$ cat src/sv/i2cm_pkg.sv
// ----------------------------------------------------------------------------
// i2cm_pkg
// Shared types, constants and decode helpers for the I2C master bit engine.
// ----------------------------------------------------------------------------
package i2cm_pkg;

    localparam int TickW     = 10;
    localparam int PhaseW    = 5;
    localparam int ByteW     = 8;
    localparam int FifoDepth = 2;
    localparam int AddrW     = 3;
    localparam int DataW     = 32;

    localparam logic [TickW-1:0] TicksReset = 10'd8;

    // register index taken from paddr[2]
    localparam logic RegTicksPerPhase = 1'b0;

    localparam logic [PhaseW-1:0] WriteBitSteps = 5'd24;
    localparam logic [PhaseW-1:0] WriteRelStep  = 5'd26;

    typedef enum logic [2:0] {
        CMD_NONE  = 3'd0,
        CMD_START = 3'd1,
        CMD_STOP  = 3'd2,
        CMD_WRITE = 3'd3,
        CMD_READ  = 3'd4,
        CMD_ACK   = 3'd5
    } cmd_t;

    // one tick after classification
    typedef struct packed {
        cmd_t             cmd;        // CMD_NONE when no command comes with the tick
        logic [ByteW-1:0] load_data;  // initial shift register contents
        logic             sda_in;
    } tick_t;

    typedef struct packed {
        logic             rejected;
        logic             ack_seen;
        logic [ByteW-1:0] rx_byte;
        logic             done_res;
        logic             busy_res;
        logic             sda_drive;
        logic             sda_level;
        logic             scl_level;
    } result_t;

    function automatic logic [PhaseW-1:0] phase_total(input cmd_t cmd);
        logic [PhaseW-1:0] r;
        unique case (cmd)
            CMD_START: r = 5'd4;
            CMD_STOP:  r = 5'd3;
            CMD_WRITE: r = 5'd28;
            CMD_READ:  r = 5'd25;
            CMD_ACK:   r = 5'd4;
            default:   r = 5'd1;
        endcase
        return r;
    endfunction

    // small constant table: step position within a three-step bit slot
    function automatic logic [1:0] mod3(input logic [PhaseW-1:0] v);
        logic [1:0] r;
        r = 2'd0;
        for (int i = 0; i < (1 << PhaseW); i++) begin
            if (v == PhaseW'(i)) r = 2'(i % 3);
        end
        return r;
    endfunction

endpackage

$ cat src/sv/i2cm_front.sv
// ----------------------------------------------------------------------------
// i2cm_front
// Classifies each incoming tick: command decode and shift register preload.
// ----------------------------------------------------------------------------
module i2cm_front (
    input  logic [2:0]                     mode,
    input  logic [i2cm_pkg::ByteW-1:0]     tx_byte,
    input  logic                           ack_to_send,
    input  logic                           sda_in,
    output i2cm_pkg::tick_t                tick
);
    import i2cm_pkg::*;

    cmd_t cmd;

    always_comb begin
        unique case (mode)
            CMD_START, CMD_STOP, CMD_WRITE, CMD_READ, CMD_ACK: cmd = cmd_t'(mode);
            default: cmd = CMD_NONE;  // codes six and seven act as no command
        endcase
    end

    always_comb begin
        tick.cmd    = cmd;
        tick.sda_in = sda_in;
        case (cmd)
            CMD_WRITE: tick.load_data = tx_byte;
            CMD_ACK:   tick.load_data = {{(ByteW-1){1'b0}}, ack_to_send};
            default:   tick.load_data = '0;
        endcase
    end

endmodule

$ cat src/sv/i2cm_fifo.sv
// ----------------------------------------------------------------------------
// i2cm_fifo
// Short request queue between the classifier and the bit sequencer.
// ----------------------------------------------------------------------------
module i2cm_fifo #(
    parameter int WIDTH = 12,
    parameter int DEPTH = 2
) (
    input  logic             aclk,
    input  logic             aresetn,
    input  logic             wr_valid,
    output logic             wr_ready,
    input  logic [WIDTH-1:0] wr_data,
    output logic             rd_valid,
    input  logic             rd_ready,
    output logic [WIDTH-1:0] rd_data
);
    localparam int PtrW = (DEPTH > 1) ? $clog2(DEPTH) : 1;
    localparam int CntW = $clog2(DEPTH + 1);
    localparam logic [PtrW-1:0] LastPtr = PtrW'(DEPTH - 1);
    localparam logic [CntW-1:0] FullCnt = CntW'(DEPTH);

    logic [WIDTH-1:0] mem_reg [DEPTH];
    logic [PtrW-1:0]  wr_ptr_reg, wr_ptr_next;
    logic [PtrW-1:0]  rd_ptr_reg, rd_ptr_next;
    logic [CntW-1:0]  count_reg,  count_next;
    logic             push, pop;

    assign wr_ready = (count_reg != FullCnt);
    assign rd_valid = (count_reg != '0);
    assign rd_data  = mem_reg[rd_ptr_reg];
    assign push     = wr_valid && wr_ready;
    assign pop      = rd_valid && rd_ready;

    always_comb begin
        wr_ptr_next = wr_ptr_reg;
        rd_ptr_next = rd_ptr_reg;
        count_next  = count_reg;
        if (push) wr_ptr_next = (wr_ptr_reg == LastPtr) ? '0 : wr_ptr_reg + 1'b1;
        if (pop)  rd_ptr_next = (rd_ptr_reg == LastPtr) ? '0 : rd_ptr_reg + 1'b1;
        if (push && !pop)      count_next = count_reg + 1'b1;
        else if (pop && !push) count_next = count_reg - 1'b1;
    end

    always_ff @(posedge aclk) begin
        if (!aresetn) begin
            wr_ptr_reg <= '0;
            rd_ptr_reg <= '0;
            count_reg  <= '0;
        end else begin
            wr_ptr_reg <= wr_ptr_next;
            rd_ptr_reg <= rd_ptr_next;
            count_reg  <= count_next;
        end
    end

    always_ff @(posedge aclk) begin
        if (push) mem_reg[wr_ptr_reg] <= wr_data;
    end

endmodule

$ cat src/sv/i2cm_back.sv
// ----------------------------------------------------------------------------
// i2cm_back
// Bit sequencer: phase timing, SCL/SDA control, shift register and the
// registered result stage.
// ----------------------------------------------------------------------------
module i2cm_back (
    input  logic                         aclk,
    input  logic                         aresetn,
    input  logic [i2cm_pkg::TickW-1:0]   ticks_per_phase,
    input  logic                         tick_valid,
    output logic                         tick_ready,
    input  i2cm_pkg::tick_t              tick,
    output logic                         res_valid,
    input  logic                         res_ready,
    output i2cm_pkg::result_t            res
);
    import i2cm_pkg::*;

    cmd_t               cmd_reg,   cmd_next;
    logic [PhaseW-1:0]  step_reg,  step_next;
    logic [TickW-1:0]   tick_reg,  tick_next;
    logic [ByteW-1:0]   shift_reg, shift_next;
    logic               scl_reg,   scl_next;
    logic               sda_reg,   sda_next;
    logic               en_reg,    en_next;
    logic               ack_reg,   ack_next;
    logic               valid_reg;
    result_t            res_reg,   res_next;

    logic [TickW-1:0]   limit;
    logic [TickW-1:0]   tick_inc;
    logic [PhaseW-1:0]  step_inc;
    logic [PhaseW-1:0]  rd_k;
    logic               run;
    logic               fire;

    assign tick_ready = !valid_reg || res_ready;
    assign fire       = tick_valid && tick_ready;
    assign res_valid  = valid_reg;
    assign res        = res_reg;

    assign limit    = (ticks_per_phase == '0) ? TickW'(1) : ticks_per_phase;
    assign tick_inc = tick_reg + 1'b1;
    assign step_inc = step_reg + 1'b1;

    always_comb begin
        cmd_next   = cmd_reg;
        step_next  = step_reg;
        tick_next  = tick_reg;
        shift_next = shift_reg;
        scl_next   = scl_reg;
        sda_next   = sda_reg;
        en_next    = en_reg;
        ack_next   = ack_reg;
        run        = 1'b0;
        rd_k       = '0;
        res_next   = '0;

        if (cmd_reg != CMD_NONE) begin
            res_next.rejected = (tick.cmd != CMD_NONE);
            if (tick_inc >= limit) begin
                tick_next = '0;
                if (step_inc >= phase_total(cmd_reg)) begin
                    res_next.done_res = 1'b1;
                    if (cmd_reg == CMD_READ) begin
                        res_next.rx_byte = shift_reg;
                        en_next          = 1'b1;
                    end else if (cmd_reg == CMD_WRITE) begin
                        res_next.ack_seen = ack_reg;
                        en_next           = 1'b1;
                    end
                    cmd_next  = CMD_NONE;
                    step_next = '0;
                end else begin
                    step_next = step_inc;
                    run       = 1'b1;
                end
            end else begin
                tick_next = tick_inc;
            end
        end else if (tick.cmd != CMD_NONE) begin
            cmd_next   = tick.cmd;
            step_next  = '0;
            tick_next  = '0;
            shift_next = tick.load_data;
            run        = 1'b1;
        end

        // line action at the first tick of a phase
        if (run) begin
            unique case (cmd_next)
                CMD_START: begin
                    if (step_next == 5'd0)      scl_next = 1'b1;
                    else if (step_next == 5'd1) sda_next = 1'b1;
                    else if (step_next == 5'd2) sda_next = 1'b0;
                    else                        scl_next = 1'b0;
                end
                CMD_STOP: begin
                    if (step_next == 5'd0)      sda_next = 1'b0;
                    else if (step_next == 5'd1) scl_next = 1'b1;
                    else                        sda_next = 1'b1;
                end
                CMD_WRITE: begin
                    if (step_next < WriteBitSteps) begin
                        case (mod3(step_next))
                            2'd0: scl_next = 1'b0;
                            2'd1: begin
                                sda_next   = shift_next[ByteW-1];
                                shift_next = {shift_next[ByteW-2:0], 1'b0};
                            end
                            default: scl_next = 1'b1;
                        endcase
                    end else if (step_next < WriteRelStep) begin
                        scl_next = 1'b0;
                    end else if (step_next == WriteRelStep) begin
                        en_next  = 1'b0;  // let the slave drive the ack bit
                        scl_next = 1'b1;
                    end else begin
                        ack_next = tick.sda_in;
                        scl_next = 1'b0;
                    end
                end
                CMD_READ: begin
                    if (step_next == 5'd0) begin
                        scl_next = 1'b0;
                    end else begin
                        rd_k = step_next - 1'b1;
                        case (mod3(rd_k))
                            2'd0: begin
                                if (rd_k == '0) en_next = 1'b0;
                                scl_next = 1'b1;
                            end
                            2'd1: shift_next = {shift_next[ByteW-2:0], tick.sda_in};
                            default: scl_next = 1'b0;
                        endcase
                    end
                end
                CMD_ACK: begin
                    if (step_next == 5'd0)      scl_next = 1'b0;
                    else if (step_next == 5'd1) sda_next = shift_next[0];
                    else if (step_next == 5'd2) scl_next = 1'b1;
                    else                        scl_next = 1'b0;
                end
                default: ;
            endcase
        end

        res_next.scl_level = scl_next;
        res_next.sda_level = sda_next;
        res_next.sda_drive = en_next;
        res_next.busy_res  = (cmd_next != CMD_NONE);
    end

    always_ff @(posedge aclk) begin
        if (!aresetn) begin
            cmd_reg   <= CMD_NONE;
            step_reg  <= '0;
            tick_reg  <= '0;
            shift_reg <= '0;
            scl_reg   <= 1'b1;
            sda_reg   <= 1'b1;
            en_reg    <= 1'b1;
            ack_reg   <= 1'b0;
            valid_reg <= 1'b0;
        end else begin
            if (fire) begin
                cmd_reg   <= cmd_next;
                step_reg  <= step_next;
                tick_reg  <= tick_next;
                shift_reg <= shift_next;
                scl_reg   <= scl_next;
                sda_reg   <= sda_next;
                en_reg    <= en_next;
                ack_reg   <= ack_next;
                valid_reg <= 1'b1;
            end else if (res_ready) begin
                valid_reg <= 1'b0;
            end
        end
    end

    always_ff @(posedge aclk) begin
        if (fire) res_reg <= res_next;
    end

endmodule

$ cat src/sv/i2c_master_bit_engine.sv
// ----------------------------------------------------------------------------
// i2c_master_bit_engine
// Tick-driven I2C master bit engine with an APB register for phase length.
// ----------------------------------------------------------------------------
// Every request on the s_ channel is one time tick: it carries the sampled SDA
// level and optionally a command (start, stop, write byte, read byte, send ack).
// Every tick yields exactly one result on the m_ channel with the SCL/SDA pin
// controls, busy, done, the received byte and the acknowledge seen. A command
// that arrives while busy is dropped and flagged as rejected.
// A tick accepted on the s_ channel passes through the queue and the registered
// result stage before it shows on m_tvalid; with m_tready high one tick is
// taken per cycle.
// A two-entry queue sits between the classifier and the sequencer, and the
// result register accepts a new value in the cycle it is taken, so a stalled
// receiver holds the result and backs up the queue before s_tready drops.
// ticks_per_phase sits at byte address 0 (reset 8, zero acts as one); write it
// only while no command is in progress.
// Reset (aresetn low, synchronous) idles the sequencer with SCL and SDA driven
// high and empties the queue and the result register.
// ----------------------------------------------------------------------------
module i2c_master_bit_engine #(
    parameter int FIFO_DEPTH = i2cm_pkg::FifoDepth
) (
    input  logic                        aclk,
    input  logic                        aresetn,
    // apb register port
    input  logic                        psel,
    input  logic                        penable,
    input  logic                        pwrite,
    input  logic [i2cm_pkg::AddrW-1:0]  paddr,
    input  logic [i2cm_pkg::DataW-1:0]  pwdata,
    output logic [i2cm_pkg::DataW-1:0]  prdata,
    output logic                        pready,
    // tick requests
    input  logic                        s_tvalid,
    output logic                        s_tready,
    input  logic [15:0]                 s_tdata,  // tx_byte[7:0], ack_to_send, sda_in, zero pad
    input  logic [2:0]                  s_tuser,  // mode
    // results
    output logic                        m_tvalid,
    input  logic                        m_tready,
    output logic [15:0]                 m_tdata   // scl_level, sda_level, sda_drive, busy_res,
                                                  // done_res, rx_byte[7:0], ack_seen, rejected,
                                                  // zero pad
);
    import i2cm_pkg::*;

    logic [TickW-1:0] tpp_reg;
    logic             reg_idx;
    tick_t            tick_in, tick_q;
    logic             q_valid, q_ready;
    result_t          res;

    assign pready  = 1'b1;
    assign reg_idx = paddr[2];
    assign prdata  = (reg_idx == RegTicksPerPhase) ? {{(DataW-TickW){1'b0}}, tpp_reg} : '0;

    always_ff @(posedge aclk) begin
        if (!aresetn) begin
            tpp_reg <= TicksReset;
        end else if (psel && penable && pwrite && pready && reg_idx == RegTicksPerPhase) begin
            tpp_reg <= pwdata[TickW-1:0];
        end
    end

    i2cm_front u_front (
        .mode        (s_tuser),
        .tx_byte     (s_tdata[7:0]),
        .ack_to_send (s_tdata[8]),
        .sda_in      (s_tdata[9]),
        .tick        (tick_in)
    );

    i2cm_fifo #(
        .WIDTH ($bits(tick_t)),
        .DEPTH (FIFO_DEPTH)
    ) u_fifo (
        .aclk     (aclk),
        .aresetn  (aresetn),
        .wr_valid (s_tvalid),
        .wr_ready (s_tready),
        .wr_data  (tick_in),
        .rd_valid (q_valid),
        .rd_ready (q_ready),
        .rd_data  (tick_q)
    );

    i2cm_back u_back (
        .aclk            (aclk),
        .aresetn         (aresetn),
        .ticks_per_phase (tpp_reg),
        .tick_valid      (q_valid),
        .tick_ready      (q_ready),
        .tick            (tick_q),
        .res_valid       (m_tvalid),
        .res_ready       (m_tready),
        .res             (res)
    );

    assign m_tdata = {1'b0, res};

endmodule

$ cat config.mk
export PLATFORM = sky130hd
export DESIGN_NAME = i2c_master_bit_engine
export DESIGN_NICKNAME = d
export VERILOG_FILES = /design/src/sv/i2cm_pkg.sv /design/src/sv/i2cm_front.sv /design/src/sv/i2cm_fifo.sv /design/src/sv/i2cm_back.sv /design/src/sv/i2c_master_bit_engine.sv
export SDC_FILE = /design/constraint.sdc
export NUM_CORES = 1
export LEC_CHECK = 0
export BUFFER_PORTS_ARGS = -buffer_cell sky130_fd_sc_hd__buf_2
export CAP_MARGIN = 5
export CORE_MARGIN = 5
export CORE_UTILIZATION = 40
export CTS_CLUSTER_SIZE = 16
export DETAILED_ROUTE_END_ITERATION = 10
export HOLD_SLACK_MARGIN = 0.15
export PLACE_DENSITY_LB_ADDON = 0.05
export SYNTH_ARGS = -nofsm -noshare
export SYNTH_HDL_FRONTEND = slang
export SYNTH_SLANG_ARGS = --single-unit
$ cat constraint.sdc
create_clock -name aclk -period 5.8 [get_ports aclk]
set_input_delay 0.29 -clock aclk [delete_from_list [all_inputs] [get_ports aclk]]
set_output_delay 0.29 -clock aclk [all_outputs]
set_load 0.005 [all_outputs]
Yosys cells after proc, flatten, opt, wreduce, memory -nomap -nowiden. Memory sizes are Yosys's and may differ from the RTL's. A register that Yosys moved wholly into a read port is not among the register bits. Index checks and enable logic that the tools add are counted.

Order comparisons: 4. Add/sub/neg operators: 7. Bitwise gates (word level): 8. Reduce and logical (&&, ||, !) cells: 30. Multiplexer cells: 149. Eq/ne operators: 82.

Operators by type and width (count): 5-bit equality test (second input constant) (32); 2-bit two-way mux (68); 5-bit by 4-bit equality test with 1-bit output (second input constant) (16); 8-bit two-way mux (7); 1-bit two-way mux (50); 10-bit two-way mux (5); 5-bit by 3-bit equality test with 1-bit output (second input constant) (8); 8-bit case mux with 2 select lines (2); 5-bit two-way mux (6); 3-bit by 2-bit equality test with 1-bit output (second input constant) (7); 3-bit equality test (second input constant) (7); 5-bit by 2-bit equality test with 1-bit output (second input constant) (4); 5-bit case mux with 4 select lines (1); 3-bit two-way mux (5); 10-bit by 1-bit adder with 10-bit output (second input constant) (1); 5-bit by 1-bit equality test with 1-bit output (second input constant) (2); 10-bit greater-or-equal comparator (1); 10-bit zero test (1); 5-bit zero test (2); 5-bit < comparator (second input constant) (2); 5-bit OR reduction (2); 3-bit by 1-bit equality test with 1-bit output (second input constant) (3); 3-bit nonzero test (3); 1-bit NOT (8); 20 further kinds (37).

Memories: 1. Flip-flop bits (word level): 60. Memory bits (writable): 24. Word-level logic and storage cells: 302.

Memories: u_fifo.mem_reg (words 2, bits a word 12, rd ports 1, clocked after memory_dff 1, write ports 1, RTL line i2cm_fifo.sv:23) `logic [WIDTH-1:0] mem_reg [DEPTH];`.

Longest topological paths before layout.
Depth after elaboration: 50. Depth in mapped cells: 19. Gate-level depth less buffers: 17.

Cells and area by module. From an unflattened synthesis, not the netlist that was laid out.

Cell total of the unflattened synthesis: 588. Area total of the unflattened synthesis: 5410.2 um^2.

By module, submodules not included: i2cm_back (sequential area each 1071.0 um^2, area each 3538.4 um^2, cells an instance 431, times used 1); i2cm_fifo (sequential area each 820.8 um^2, area each 1103.6 um^2, cells an instance 61, times used 1); i2c_master_bit_engine (sequential area each 200.2 um^2, area each 663.1 um^2, cells an instance 81, times used 1); i2cm_front (sequential area each 0.0 um^2, area each 105.1 um^2, cells an instance 15, times used 1).

Worst setup path after synthesis. Ideal clock, no wire load.

Kind: reg-to-reg. Start: register u_back.tick_reg[2]. End: register u_back.res_reg (netlist bit u_back.res[0]) (data pin). Data arrival time: 3.950 ns. Setup slack: 1.596 ns. Stages on the path, launching flop included: 18. Path buffers: 1. Setup time: 0.254 ns. Cell sequence: dfxtp_1 > and3_1 > and3_1 > and3_1 > nand3_1 > xnor2_1 > ha_1 > and4_1 > buf_2 > a311oi_4 > a21oi_1 > a22oi_2 > o21ai_1 > a2111oi_4 > nor3_2 > nor4b_4 > a21oi_1 > o21a_1.

RTL lines: start: declaration (RTL line i2cm_back.sv:21) `logic [TickW-1:0] tick_reg, tick_next;`; start signal: assignment (RTL line i2cm_back.sv:169) `tick_reg <= tick_next;`; end signal: assignment (RTL line i2cm_back.sv:183) `if (fire) res_reg <= res_next;`; end: declaration (RTL line i2cm_back.sv:28) `result_t res_reg, res_next;`.

==> reports/metrics.cfg <==
[logic_synthesis]
synthCells=587
synth_edf_count=39
async_flop_share_pct=0
syn-mean-instance-area_sq_um=9.080
ys.warnings.count=0
ys_ff_latch=85
synth_top_family_by_area=compound AO/OA/AOI/OAI gates
yosysSeqAreaShare_pct=39.25
synth-main-ff-cell=dfxtp_1
synth-xor-area-share_pct=2.465
synthAdderAreaFrac_pct=4.225
synth_compound_area_share_pct=24.18
synth.distinct_cells=82
synthMuxAreaShare_pct=2.512
netlist_area_sq_um=5330
synth-simple-area-share_pct=20.33

[global_routing]
grtUsageTotal_pct=16.01
grt_overflow=0
grt_pass1_vias=4070
antenna_found_initial=0
grt_pass1_wl_um=20780
grt_max_degree=48

[power]
ir_drop_v=0.0001921
cellLeakagePower_uw=0.002388
p_per_area_nw_per_um2=435.6

[layout]
drive_gt1_share_pct=15.93
area_delta_synth_final_pct=11.74
finalNonFillerCells=810
antenna_cells=0
largest_reg_flops=24
final_nets=708
final_design_area_no_fill_sq_um=5956
final_util_pct=45.33

[die]
ioPinCount=112
dieArea_sq_um=15730
fp.dieW_um=125.4
coreArea_sq_um=13140
fp-row-count=42
start_util_pct=40.57
die_h_um=125.4

[clock_network]
cts_tree=yes
clock_sinks=85
cts_max_level=3
post-cts-setup-buffer-count=0
cts_root_buf=clkbuf_16
path_clk_slew_ns=0.07
worstSkewPairLatency_ns=0.35
cts_resized=0
clk_path_buf_depth=2
numCtsBuffers=9

[sta]
final.setup.tns_ns=0
setup_viol=0
relSlewSlack_pct=29.57
skew_ns=0.01033
rsz0062_at_grt=false
period_needed_ns=5.023
fmax_ghz=0.1991
fin_crit_sh_pct=86.60
tightest_slew_ns=1.053
hold_violations=0
slew_viol_final=0

[placement]
io_buffer_count=57
dpl_cell_area_sq_um=5637
hpwlAfterDp_um=9155
routabilityCongestion=0.8589
dp.cells=793

[routing]
wl_per_cell_um=15.61
vias_per_cell=5.367
route.detailed.drc=0
first_pass_iters=4
drt_iter0_markers=325
routed_wl_um=12640
vias=4347
ant_nets=0

[min_path]
hp-class=primary input to flop

[setup_path]
end_kind=flop
worst_setup_path_start_kind=flop
path_class=flop to flop
crit_arrival_ns=5.13
cp.required_ns=5.91
cp_max_fo=11

[job]
maxCapViolations=0

[outcome]
status=finished, final reports clean

[layout by cell type (no fill, tap or decap), types with 17 or more instances in the layout]
cell,n
a21oi_1,24
nor2_1,37
edfxtp_1,39
inv_1,17
o21ai_0,39
conb_1,24
dfxtp_1,46
and2_1,26
nand2_1,77
buf_2,57
ha_1,18
[metal layers]
| layer | part of all wire, % | global-route usage, % |
|---|---|---|
| met5 | 0 | 0 |
| met4 | 1.2 | 5.357 |
| met3 | 4.6 | 3.284 |
| met2 | 45 | 23.69 |
| met1 | 50 | 23.26 |
[logic make-up after synthesis]
family	count (synthesis)
buffers and inverters	69
AND/OR/NAND/NOR	213
other	2
XOR/XNOR	15
flip-flops	85
adder cells (fa/ha/maj)	18
multiplexers	13
AO/OA/AOI/OAI	172
[where the power goes]
group / total, uW / internal (uW) / switching (uW)
combinational: 1100 / 400 / 703
sequential: 889 / 789 / 99.9
clock: 603 / 349 / 253
total: 2590 / 1540 / 1060
[worst paths after layout]
path                                          from             to  slack [ns]  cells after the start
worst max-delay path            u_back.tick_reg[2]  u_back.res[0]        0.78                     16
worst min-delay path                     pwdata[3]     tpp_reg[3]        0.19                      3
worst min register to register       u_back.en_reg  u_back.en_reg        0.46                      2
worst max register to register  u_back.tick_reg[2]  u_back.res[0]        0.78                     16
[cell usage after synthesis (3+ instances only)]
library cell  instances  area share [%]
a211oi_1              8             1.1
o21ai_1              13             1.2
clkbuf_1             18             1.3
xnor2_1               4            0.66
mux2_2                3            0.63
nand2_1              77             5.4
o21ai_0              39             3.7
and3_1               13             1.5
o2111ai_1             4            0.66
edfxtp_1             39              22
a21o_1                4            0.56
nor2_1               37             2.6
nand2b_1              4            0.47
xor2_1               11             1.8
o21a_1                5            0.70
nand4b_1              3            0.49
a221oi_1              3            0.49
a22o_1                3            0.49
and2_1               26             3.1
nor2b_1              13             1.5
o22ai_1               3            0.35
inv_1                17             1.2
nand3_1               8            0.75
mux2i_1              10             1.9
dfxtp_1              46              17
buf_4                25             3.5
buf_2                 6            0.56
a21oi_1              24             2.3
a22oi_1               7            0.99
a31oi_1               3            0.35
o211a_1               5            0.94
o211ai_1              5            0.70
nor3_1               10            0.94
a21boi_0             13             1.8
ha_1                 18             4.2
nand4_1               3            0.35
[area by class of cell]
type / instances / area, sq um
inverters: 17 / 63.81
fillers: 1347 / 7182
multi-input cells: 455 / 2953
well taps: 176 / 220.2
clock inverters: 6 / 70.07
repair buffers: 61 / 317.8
clock buffers: 10 / 239.0
flip-flops and latches: 85 / 2092
[metrics by stage]
step | power (uW) | hold WS [ns] | setup WS [ns]
after floorplan | 1722 | 0.3889 | 1.596
after global placement | 1987 | 0.4423 | 0.9109
after detailed placement | 2000 | 0.4493 | 0.9163
after CTS | 2618 | 0.1709 | 0.8703
after global routing | 2798 | 0.1900 | 0.4654
final | 2595 | 0.1871 | 0.7769
[timing repair]
item                                    in CTS  in global routing
hold buffers                                 1                  0
hold endpoints to repair                     2                  0
endpoints found under the setup margin       0                  0
[worst max-delay path, stage by stage (launching register included)]
cell	delay [ns]
dfxtp_1	0.39
and3_1	0.25
and3_1	0.26
and3_1	0.25
nand3_1	0.11
xnor2_1	0.16
ha_1	0.29
and4_1	0.38
a311o_1	0.62
a21oi_4	0.20
a211oi_1	0.55
nor2_1	0.18
a2111oi_4	0.39
nor3_2	0.12
nor4b_4	0.33
a21oi_1	0.10
o21a_1	0.19
No activity file was read; power rests on OpenSTA's default activity.
